`src/rtl/fau_pkg.sv`:
```
`timescale 1ns / 1ps
// ---------------------------------------------------------------------------
// fau_pkg: shared types and constants of the fraction arithmetic unit
// Operation codes, status codes, widths and the front-to-back queue entry.
// ---------------------------------------------------------------------------
package fau_pkg;

  localparam int unsigned OpW   = 16;          // operand width
  localparam int unsigned MagW  = 2 * OpW + 1; // magnitude of any product sum
  localparam int unsigned NumW  = 33;
  localparam int unsigned DenW  = 31;

  typedef enum logic [2:0] {
    KIND_ADD = 3'd0,
    KIND_SUB = 3'd1,
    KIND_MUL = 3'd2,
    KIND_DIV = 3'd3,
    KIND_CMP = 3'd4
  } kind_t;

  localparam logic [1:0] ST_OK   = 2'd0;
  localparam logic [1:0] ST_ZDEN = 2'd1;
  localparam logic [1:0] ST_ZDIV = 2'd2;

  localparam logic [1:0] ORD_LT = 2'd0;
  localparam logic [1:0] ORD_EQ = 2'd1;
  localparam logic [1:0] ORD_GT = 2'd2;

  // classified request: either finished early or carries six magnitudes
  typedef struct packed {
    logic            done;   // result already settled by the front
    logic [1:0]      status;
    logic [2:0]      kind;
    logic            p_neg;  // first cross term sign
    logic [OpW:0]    p_x;
    logic [OpW:0]    p_y;
    logic            q_neg;  // second cross term sign
    logic [OpW:0]    q_x;
    logic [OpW:0]    q_y;
    logic            d_neg;  // denominator sign
    logic [OpW:0]    d_x;
    logic [OpW:0]    d_y;
  } req_t;

  typedef struct packed {
    logic [NumW-1:0] res_num;
    logic [DenW-1:0] res_den;
    logic [1:0]      order;
    logic [1:0]      status;
  } res_t;

endpackage

```
`src/rtl/fraction_arithmetic_unit.sv`:
```
`timescale 1ns / 1ps
// ---------------------------------------------------------------------------
// fraction_arithmetic_unit: rational add, subtract, multiply, divide, compare
// One request in, one reduced fraction out, with gcd reduction.
// ---------------------------------------------------------------------------
// An error or unused kind is answered from the idle state, with no arithmetic.
// Compare, and any zero result, finish after the multiply and sum states. A
// reducing operation runs a binary gcd loop of subtract or shift steps, then
// two 33-bit restoring divisions of one quotient bit per cycle. A two-entry
// queue lets a new request be classified while the engine is busy.
module fraction_arithmetic_unit (
  input  logic        clk,
  input  logic        rst_n,
  input  logic        in_tvalid,
  output logic        in_tready,
  input  logic [2:0]  in_tuser,   // kind[2:0]
  input  logic [63:0] in_tdata,   // a_num[15:0], a_den, b_num, b_den
  output logic        out_tvalid,
  input  logic        out_tready,
  output logic [71:0] out_tdata   // res_num[32:0], res_den, order, status, pad
);

  fau_pkg::req_t req_in, req_q;
  fau_pkg::res_t res;
  logic          q_valid, q_ready;

  fau_front u_front (
    .kind (in_tuser),
    .a_num(in_tdata[15:0]),
    .a_den(in_tdata[31:16]),
    .b_num(in_tdata[47:32]),
    .b_den(in_tdata[63:48]),
    .req  (req_in)
  );

  fau_queue u_queue (
    .clk(clk), .rst_n(rst_n),
    .wr_valid(in_tvalid), .wr_ready(in_tready), .wr_data(req_in),
    .rd_valid(q_valid), .rd_ready(q_ready), .rd_data(req_q)
  );

  fau_back u_back (
    .clk(clk), .rst_n(rst_n),
    .req_valid(q_valid), .req_ready(q_ready), .req(req_q),
    .out_valid(out_tvalid), .out_ready(out_tready), .res(res)
  );

  assign out_tdata = {4'd0, res.status, res.order, res.res_den, res.res_num};

  a_den_pos: assert property (@(posedge clk) disable iff (!rst_n)
    out_tvalid && out_tdata[67:66] == fau_pkg::ST_OK |-> out_tdata[63:33] != '0)
    else $error("ok result with zero denominator");
  a_err_zero: assert property (@(posedge clk) disable iff (!rst_n)
    out_tvalid && out_tdata[67:66] != fau_pkg::ST_OK |-> out_tdata[32:0] == '0)
    else $error("error result with nonzero numerator");
  a_hold: assert property (@(posedge clk) disable iff (!rst_n)
    out_tvalid && !out_tready |=> out_tvalid && $stable(out_tdata))
    else $error("result dropped while stalled");

endmodule

```
`src/rtl/fau_front.sv`:
```
`timescale 1ns / 1ps
// ---------------------------------------------------------------------------
// fau_front: request classifier
// Decodes operands into sign and magnitude, catches the error and unused
// cases, and picks the cross terms each operation needs.
// ---------------------------------------------------------------------------
module fau_front (
  input  logic [2:0]                  kind,
  input  logic [fau_pkg::OpW-1:0]     a_num,
  input  logic [fau_pkg::OpW-1:0]     a_den,
  input  logic [fau_pkg::OpW-1:0]     b_num,
  input  logic [fau_pkg::OpW-1:0]     b_den,
  output fau_pkg::req_t               req
);

  logic              an_s, ad_s, bn_s, bd_s;
  logic [fau_pkg::OpW:0] an_m, ad_m, bn_m, bd_m;

  function automatic logic [fau_pkg::OpW:0] mag(input logic [fau_pkg::OpW-1:0] v);
    logic [fau_pkg::OpW:0] e;
    e = {v[fau_pkg::OpW-1], v};
    return v[fau_pkg::OpW-1] ? (~e + 1'b1) : e;
  endfunction

  always_comb begin
    an_s = a_num[fau_pkg::OpW-1];
    ad_s = a_den[fau_pkg::OpW-1];
    bn_s = b_num[fau_pkg::OpW-1];
    bd_s = b_den[fau_pkg::OpW-1];
    an_m = mag(a_num);
    ad_m = mag(a_den);
    bn_m = mag(b_num);
    bd_m = mag(b_den);
    req = '0;
    req.kind = kind;
    priority if (kind > fau_pkg::KIND_CMP) begin
      req.done = 1'b1;
      req.status = fau_pkg::ST_OK;
    end else if (ad_m == '0 || bd_m == '0) begin
      req.done = 1'b1;
      req.status = fau_pkg::ST_ZDEN;
    end else if (kind == fau_pkg::KIND_DIV && bn_m == '0) begin
      req.done = 1'b1;
      req.status = fau_pkg::ST_ZDIV;
    end else if (kind == fau_pkg::KIND_MUL) begin
      req.p_neg = an_s ^ bn_s; req.p_x = an_m; req.p_y = bn_m;
      req.d_neg = ad_s ^ bd_s; req.d_x = ad_m; req.d_y = bd_m;
    end else if (kind == fau_pkg::KIND_DIV) begin
      req.p_neg = an_s ^ bd_s; req.p_x = an_m; req.p_y = bd_m;
      req.d_neg = ad_s ^ bn_s; req.d_x = ad_m; req.d_y = bn_m;
    end else begin
      req.p_neg = an_s ^ bd_s; req.p_x = an_m; req.p_y = bd_m;
      req.q_neg = bn_s ^ ad_s ^ (kind != fau_pkg::KIND_ADD);
      req.q_x = bn_m; req.q_y = ad_m;
      req.d_neg = ad_s ^ bd_s; req.d_x = ad_m; req.d_y = bd_m;
    end
  end

endmodule

```
`src/rtl/fau_queue.sv`:
```
`timescale 1ns / 1ps
// ---------------------------------------------------------------------------
// fau_queue: two-entry request queue
// Decouples the classifier from the arithmetic engine.
// ---------------------------------------------------------------------------
module fau_queue (
  input  logic          clk,
  input  logic          rst_n,
  input  logic          wr_valid,
  output logic          wr_ready,
  input  fau_pkg::req_t wr_data,
  output logic          rd_valid,
  input  logic          rd_ready,
  output fau_pkg::req_t rd_data
);

  fau_pkg::req_t mem_r [2];
  logic          wp_r, rp_r;
  logic [1:0]    cnt_r;
  logic          wr, rd;

  assign wr_ready = (cnt_r != 2'd2);
  assign rd_valid = (cnt_r != 2'd0);
  assign rd_data  = mem_r[rp_r];
  assign wr = wr_valid && wr_ready;
  assign rd = rd_valid && rd_ready;

  always_ff @(posedge clk) begin
    if (!rst_n) begin
      wp_r  <= 1'b0;
      rp_r  <= 1'b0;
      cnt_r <= 2'd0;
    end else begin
      if (wr) wp_r <= ~wp_r;
      if (rd) rp_r <= ~rp_r;
      cnt_r <= cnt_r + {1'b0, wr} - {1'b0, rd};
    end
  end

  always_ff @(posedge clk) begin
    if (wr) mem_r[wp_r] <= wr_data;
  end

endmodule

```
`src/rtl/fau_back.sv`:
```
`timescale 1ns / 1ps
// ---------------------------------------------------------------------------
// fau_back: arithmetic engine
// Forms the cross products and combines them; a nonzero sum of any kind but compare
// is then reduced by a binary gcd and two restoring divisions, one quotient bit per cycle.
// ---------------------------------------------------------------------------
module fau_back (
  input  logic          clk,
  input  logic          rst_n,
  input  logic          req_valid,
  output logic          req_ready,
  input  fau_pkg::req_t req,
  output logic          out_valid,
  input  logic          out_ready,
  output fau_pkg::res_t res
);

  localparam int unsigned MW = fau_pkg::MagW;
  localparam int unsigned SW = $clog2(MW + 1);
  localparam int unsigned CW = $clog2(MW);

  typedef enum logic [3:0] {
    S_IDLE, S_MUL1, S_MUL2, S_SUM, S_GCD, S_GSH, S_DIV, S_DIV2, S_OUT
  } state_t;

  state_t          st_r;
  fau_pkg::req_t   q_r;
  logic [MW-1:0]   p_r, t_r, nm_r, dm_r, u_r, v_r, rem_r, quo_r, g_r;
  logic            nneg_r;
  logic [SW-1:0]   sh_r;
  logic [CW-1:0]   bit_r;
  logic            pass_r;
  logic [MW:0]     trial;
  logic [MW-1:0]   dvd, diff;
  fau_pkg::res_t   res_r;

  assign req_ready = (st_r == S_IDLE) && !out_valid;
  assign res = res_r;
  assign dvd = pass_r ? dm_r : nm_r;
  assign trial = {rem_r, dvd[bit_r]} - {1'b0, g_r};
  assign diff = (u_r > v_r) ? u_r - v_r : v_r - u_r;

  always_ff @(posedge clk) begin
    if (!rst_n) begin
      st_r <= S_IDLE;
      out_valid <= 1'b0;
    end else begin
      if (out_valid && out_ready) out_valid <= 1'b0;
      unique case (st_r)
        S_IDLE: if (req_valid && req_ready) begin
          q_r <= req;
          if (req.done) begin
            res_r.res_num <= '0;
            res_r.res_den <= (req.status == fau_pkg::ST_OK) ? 31'd1 : 31'd0;
            res_r.order <= fau_pkg::ORD_LT;
            res_r.status <= req.status;
            out_valid <= 1'b1;
          end else st_r <= S_MUL1;
        end
        S_MUL1: begin
          p_r <= MW'(q_r.p_x * q_r.p_y);
          t_r <= MW'(q_r.q_x * q_r.q_y);
          st_r <= S_MUL2;
        end
        S_MUL2: begin
          dm_r <= MW'(q_r.d_x * q_r.d_y);
          st_r <= S_SUM;
        end
        S_SUM: begin
          // signed-magnitude add, then push denominator sign onto numerator
          if (q_r.p_neg == q_r.q_neg || t_r == '0) begin
            nm_r <= p_r + t_r; nneg_r <= q_r.p_neg ^ q_r.d_neg;
          end else if (p_r >= t_r) begin
            nm_r <= p_r - t_r; nneg_r <= q_r.p_neg ^ q_r.d_neg;
          end else begin
            nm_r <= t_r - p_r; nneg_r <= q_r.q_neg ^ q_r.d_neg;
          end
          st_r <= S_GCD;
          sh_r <= '0;
        end
        S_GCD: begin
          if (nm_r == '0) begin
            res_r.res_num <= '0;
            res_r.res_den <= 31'd1;
            res_r.order <= (q_r.kind == fau_pkg::KIND_CMP) ? fau_pkg::ORD_EQ
                                                           : fau_pkg::ORD_LT;
            res_r.status <= fau_pkg::ST_OK;
            out_valid <= 1'b1;
            st_r <= S_IDLE;
          end else if (q_r.kind == fau_pkg::KIND_CMP) begin
            res_r.res_num <= '0;
            res_r.res_den <= 31'd1;
            res_r.order <= nneg_r ? fau_pkg::ORD_LT : fau_pkg::ORD_GT;
            res_r.status <= fau_pkg::ST_OK;
            out_valid <= 1'b1;
            st_r <= S_IDLE;
          end else begin
            u_r <= nm_r; v_r <= dm_r;
            st_r <= S_GSH;
          end
        end
        S_GSH: begin
          // binary gcd: strip common twos, then subtract until equal
          if (u_r == v_r) begin
            g_r <= u_r << sh_r;
            rem_r <= '0; quo_r <= '0; pass_r <= 1'b0;
            bit_r <= CW'(MW - 1);
            st_r <= S_DIV;
          end else if (!u_r[0] && !v_r[0]) begin
            u_r <= u_r >> 1; v_r <= v_r >> 1; sh_r <= sh_r + 1'b1;
          end else if (!u_r[0]) u_r <= u_r >> 1;
          else if (!v_r[0]) v_r <= v_r >> 1;
          else if (u_r > v_r) u_r <= diff >> 1;
          else v_r <= diff >> 1;
        end
        S_DIV: begin
          if (!trial[MW]) begin
            rem_r <= trial[MW-1:0];
            quo_r <= {quo_r[MW-2:0], 1'b1};
          end else begin
            rem_r <= {rem_r[MW-2:0], dvd[bit_r]};
            quo_r <= {quo_r[MW-2:0], 1'b0};
          end
          if (bit_r == '0) st_r <= S_DIV2;
          else bit_r <= bit_r - 1'b1;
        end
        S_DIV2: begin
          if (!pass_r) begin
            nm_r <= quo_r;
            pass_r <= 1'b1; rem_r <= '0; quo_r <= '0;
            bit_r <= CW'(MW - 1);
            st_r <= S_DIV;
          end else st_r <= S_OUT;
        end
        S_OUT: begin
          res_r.res_num <= nneg_r ? ~nm_r[fau_pkg::NumW-1:0] + 1'b1
                                  : nm_r[fau_pkg::NumW-1:0];
          res_r.res_den <= quo_r[fau_pkg::DenW-1:0];
          res_r.order <= fau_pkg::ORD_LT;
          res_r.status <= fau_pkg::ST_OK;
          out_valid <= 1'b1;
          st_r <= S_IDLE;
        end
        default: st_r <= S_IDLE;
      endcase
    end
  end

endmodule

```
`config.mk`:
```
export PLATFORM = sky130hd
export DESIGN_NAME = fraction_arithmetic_unit
export DESIGN_NICKNAME = d
export VERILOG_FILES = /design/src/rtl/fau_pkg.sv /design/src/rtl/fraction_arithmetic_unit.sv /design/src/rtl/fau_front.sv /design/src/rtl/fau_queue.sv /design/src/rtl/fau_back.sv
export SDC_FILE = /design/constraint.sdc
export NUM_CORES = 2
export LEC_CHECK = 0
export BUFFER_PORTS_ARGS = -buffer_cell sky130_fd_sc_hd__buf_2
export CORE_ASPECT_RATIO = 0.6
export CORE_UTILIZATION = 30
export CTS_BUF_LIST = sky130_fd_sc_hd__clkbuf_16
export CTS_CLUSTER_DIAMETER = 120
export CTS_CLUSTER_SIZE = 14
export DETAILED_ROUTE_END_ITERATION = 12
export HOLD_SLACK_MARGIN = 0.1
export PLACE_DENSITY_LB_ADDON = 0.2
export SETUP_SLACK_MARGIN = 0.3
export SLEW_MARGIN = 20
export SYNTH_ARGS = -nofsm -noshare
export SYNTH_HDL_FRONTEND = slang
export SYNTH_SLANG_ARGS = --single-unit
```
`constraint.sdc`:
```
create_clock -name clk -period 13.8 [get_ports clk]
set_input_delay 2.76 -clock clk [delete_from_list [all_inputs] [get_ports clk]]
set_output_delay 2.76 -clock clk [all_outputs]
set_load 0.05 [all_outputs]
```
==> results.md <==
* Outcome: complete, no violations
* Synth Area in Compound Gates at about a tenth
* Setup Viol. Count Final at 0
* Post_cts resized at 0
* First-pass GRT wire length at 346000 um
* Max-cap violations at 0
* Routing usage on met2 at 27.7%
* Initial Utilization at 30.2%
* Largest net degree at the start of global routing at 109
* Most Used Layer, Global Route: met1
* Synth Register Bits at 719
* Routed len/inst at 22.2 um
* GR Util met1 at 30.5%
* Post-CTS Setup Inserts at 0
* Hold path startpoint: u_queue.mem_r[1][94]
* DR iter-0 viols at 4676
* Area fraction of the dominant cell type after synthesis at 30.4%
* Row count at between 100 and 150
* Root buffer cell: clkbuf_16
* Die width at around 630 um
* Hold Path Depth at 1
* CTS tree: yes
* Placeable Area at ~230000 um^2
* Hold-fix buffers, CTS at 0
* Post-Synth Adder-Cell Area at between 20% and 30%
* Fill count at 23900
* Startpoint types: flip-flop
* Crit. End Element: flip-flop
* Least-Margin Pin Slew at 1220 ps
* Mux cell area share after synthesis at 4.17%
* Die Height at 376 um
* Clock latency on the worst-skew pair at approximately 750 ps
* Syn avg cell area at 9.75 um^2
* CP Max Fanout at 17
* Xor/xnor cell area share of the yosys netlist at 3.64%
* Clk pin slew, worst setup/hold paths at around 100 ps
* Met3 Use GR at 3.21%
* Cell with the most instances after synthesis: inv_1
* Main synth FF type: edfxtp_1
* Global route overflow at 0
* Max Transition Viols Final at 0
* # clock sinks at ~700
* Cell Area, Synth at between 70000 and 80000 um^2
* R2R cell count at 22
* RSZ-0062 raised after global routing: false
* Setup_tns at 0 ps
* CP required at roughly 14000 ps
* Worst relative slew slack at a little under a fifth
* GP Congestion at 0.910
* Buffers on Ports at 140
* Simple-gate share of the synthesized area at 15.1%
* Largest family of logic cells by synthesized area: adder cells
* Post-DP HPWL at 178000 um
* Clk_skew at 71.9 ps
* Synth Instances at about 7000
* DRC viols at 0
* Synth top cells by count: 1090 x inv_1, 791 x nand2_1, 709 x edfxtp_1
* Final hold violation count at 0
* Crit share post-route at between 50% and 60%
* Clock H-tree levels at 2
* Sequential area share after synthesis at 30.7%
* Final ANT Viol Nets at 0
* DIE AREA at 236000 um^2
* Unique masters post-synth at between 90 and 100
* EDFF count, synth at approximately 710
* Pre-Repair DR Iteration Count at 8
* Largest buffer count on any clock path at 3
* Clock period minus worst slack at 7220 ps
* Initial antenna violation count at 16
* Global Route Usage Sum at 19.4%
* Vias in the first global route at 52200
* CTS buffer count at 60
* Area grow syn2layout at 8.36%
* DR vias at ~52000
* Synth Warn # at 0
* Fmax at 139 MHz
* Post-synth ARST share at 0%
* Nets at 8424
* WP data arrival at 7690 ps
* Worst r2r src: u_back.q_r[5]
* Synth area leaders: edfxtp_1 30%, fa_1 19%, ha_1 9.3%
* Ports at 145
* Worst min-delay path class: reg2reg
* Synth area leader: edfxtp_1
* CP Class: reg2reg
* Share of layout cells above drive strength 1 at roughly 6.9%
* Drt total wl at 230000 um
* Vias per cell at 5.04
* Critical Path Start: u_back.q_r[5]
## per-layer routing
layer	wire, um	part of all wire [%]
met1	116000	51
met2	93200	41
met3	16000	7.0
met4	4220	1.8
met5	138	0.060
## worst max-delay path, stage by stage (launching register included)
cell and delay [ps]:
edfxtp_1 760, and2_1 360, fa_1 530, inv_1 50, fa_1 470, fa_1 500, fa_1 550, inv_1 50
fa_1 470, inv_1 50, fa_1 490, inv_1 50, ha_1 360, nand2_1 80, o21ai_0 340, nor3_1 110
a21oi_1 270, nor2_1 140, o21a_1 280, o311ai_0 570, a31o_2 240, a21oi_1 70, xnor2_1 130
## flip-flops by register name (all words and copies together), names as in the netlist, named ones only
name / cells
u_back.rem_r: 33
u_back.p_r: 33
u_back.bit_r: 6
u_back.t_r: 33
u_back.quo_r: 33
u_queue.cnt_r: 2
u_back.nm_r: 33
u_back.dm_r: 33
u_queue.rp_r: 1
u_back.pass_r: 1
u_back.out_valid: 1
u_back.u_r: 33
u_back.g_r: 33
u_queue.wp_r: 1
u_back.q_r: 108
u_back.st_r: 4
u_back.sh_r: 6
u_back.v_r: 33
u_queue.mem_r: 222
u_back.nneg_r: 1
u_back.res: 68
## cell families after synthesis
kind of cell             after synthesis
AND/OR/NAND/NOR                     2220
buffers and inverters               1414
adder cells (fa/ha/maj)             1195
AO/OA/AOI/OAI                       1124
flip-flops                           719
XOR/XNOR                             291
multiplexers                         227
other                                  1
## metrics by stage
stage / instance area [um^2] / std cells / worst slack (ps) / hold WS (ps) / utilization (%)
after global placement: 74200 / 10200 / 6640 / 501 / 31.9
after floorplan: 70200 / 7206 / 4300 / 481 / -
after global routing: 76000 / 10300 / 6100 / 554 / 32.7
after CTS: 75900 / 10300 / 6560 / 525 / 32.7
after detailed placement: 74200 / 10200 / 6580 / 501 / 31.9
final: 76000 / 10300 / 6580 / 523 / 32.7
## worst paths after layout
path / to / slack (ps)
max: u_back.dm_r[32] / 6580
min: u_back.q_r[94] / 520
max reg2reg: u_back.dm_r[32] / 6580
min reg2reg: u_back.q_r[94] / 520
## final cells by class
class | count | area, um^2 | share of cell area, %
Sequential cell | 719 | 21500 | 28.3
Timing Repair Buffer | 210 | 1240 | 1.63
Clock inverter | 43 | 283 | 0.372
Inverter | 1094 | 4110 | 5.41
Clock buffer | 60 | 1500 | 1.98
Tap cell | 3127 | 3910 | 5.15
Antenna cell | 3 | 7.51 | 0.00988
Multi-Input combinational cell | 5073 | 43400 | 57.2
## cell usage in the layout, fill, tap and decap left out, types with 68 or more instances in the layout
master,instances
inv_1,1123
nand2_1,790
edfxtp_1,709
fa_1,675
ha_1,520
nor2_1,488
and2_1,438
a21oi_1,346
o21ai_0,244
xnor2_1,168
buf_2,140
xor2_1,122
mux2_2,117
nor3_1,96
a21o_1,95
a211oi_1,74
mux2i_1,69
buf_4,69
nand3_1,68
Power is not shown: default switching activity piles up to over one toggle a cycle in this logic, so the estimate is an artifact.
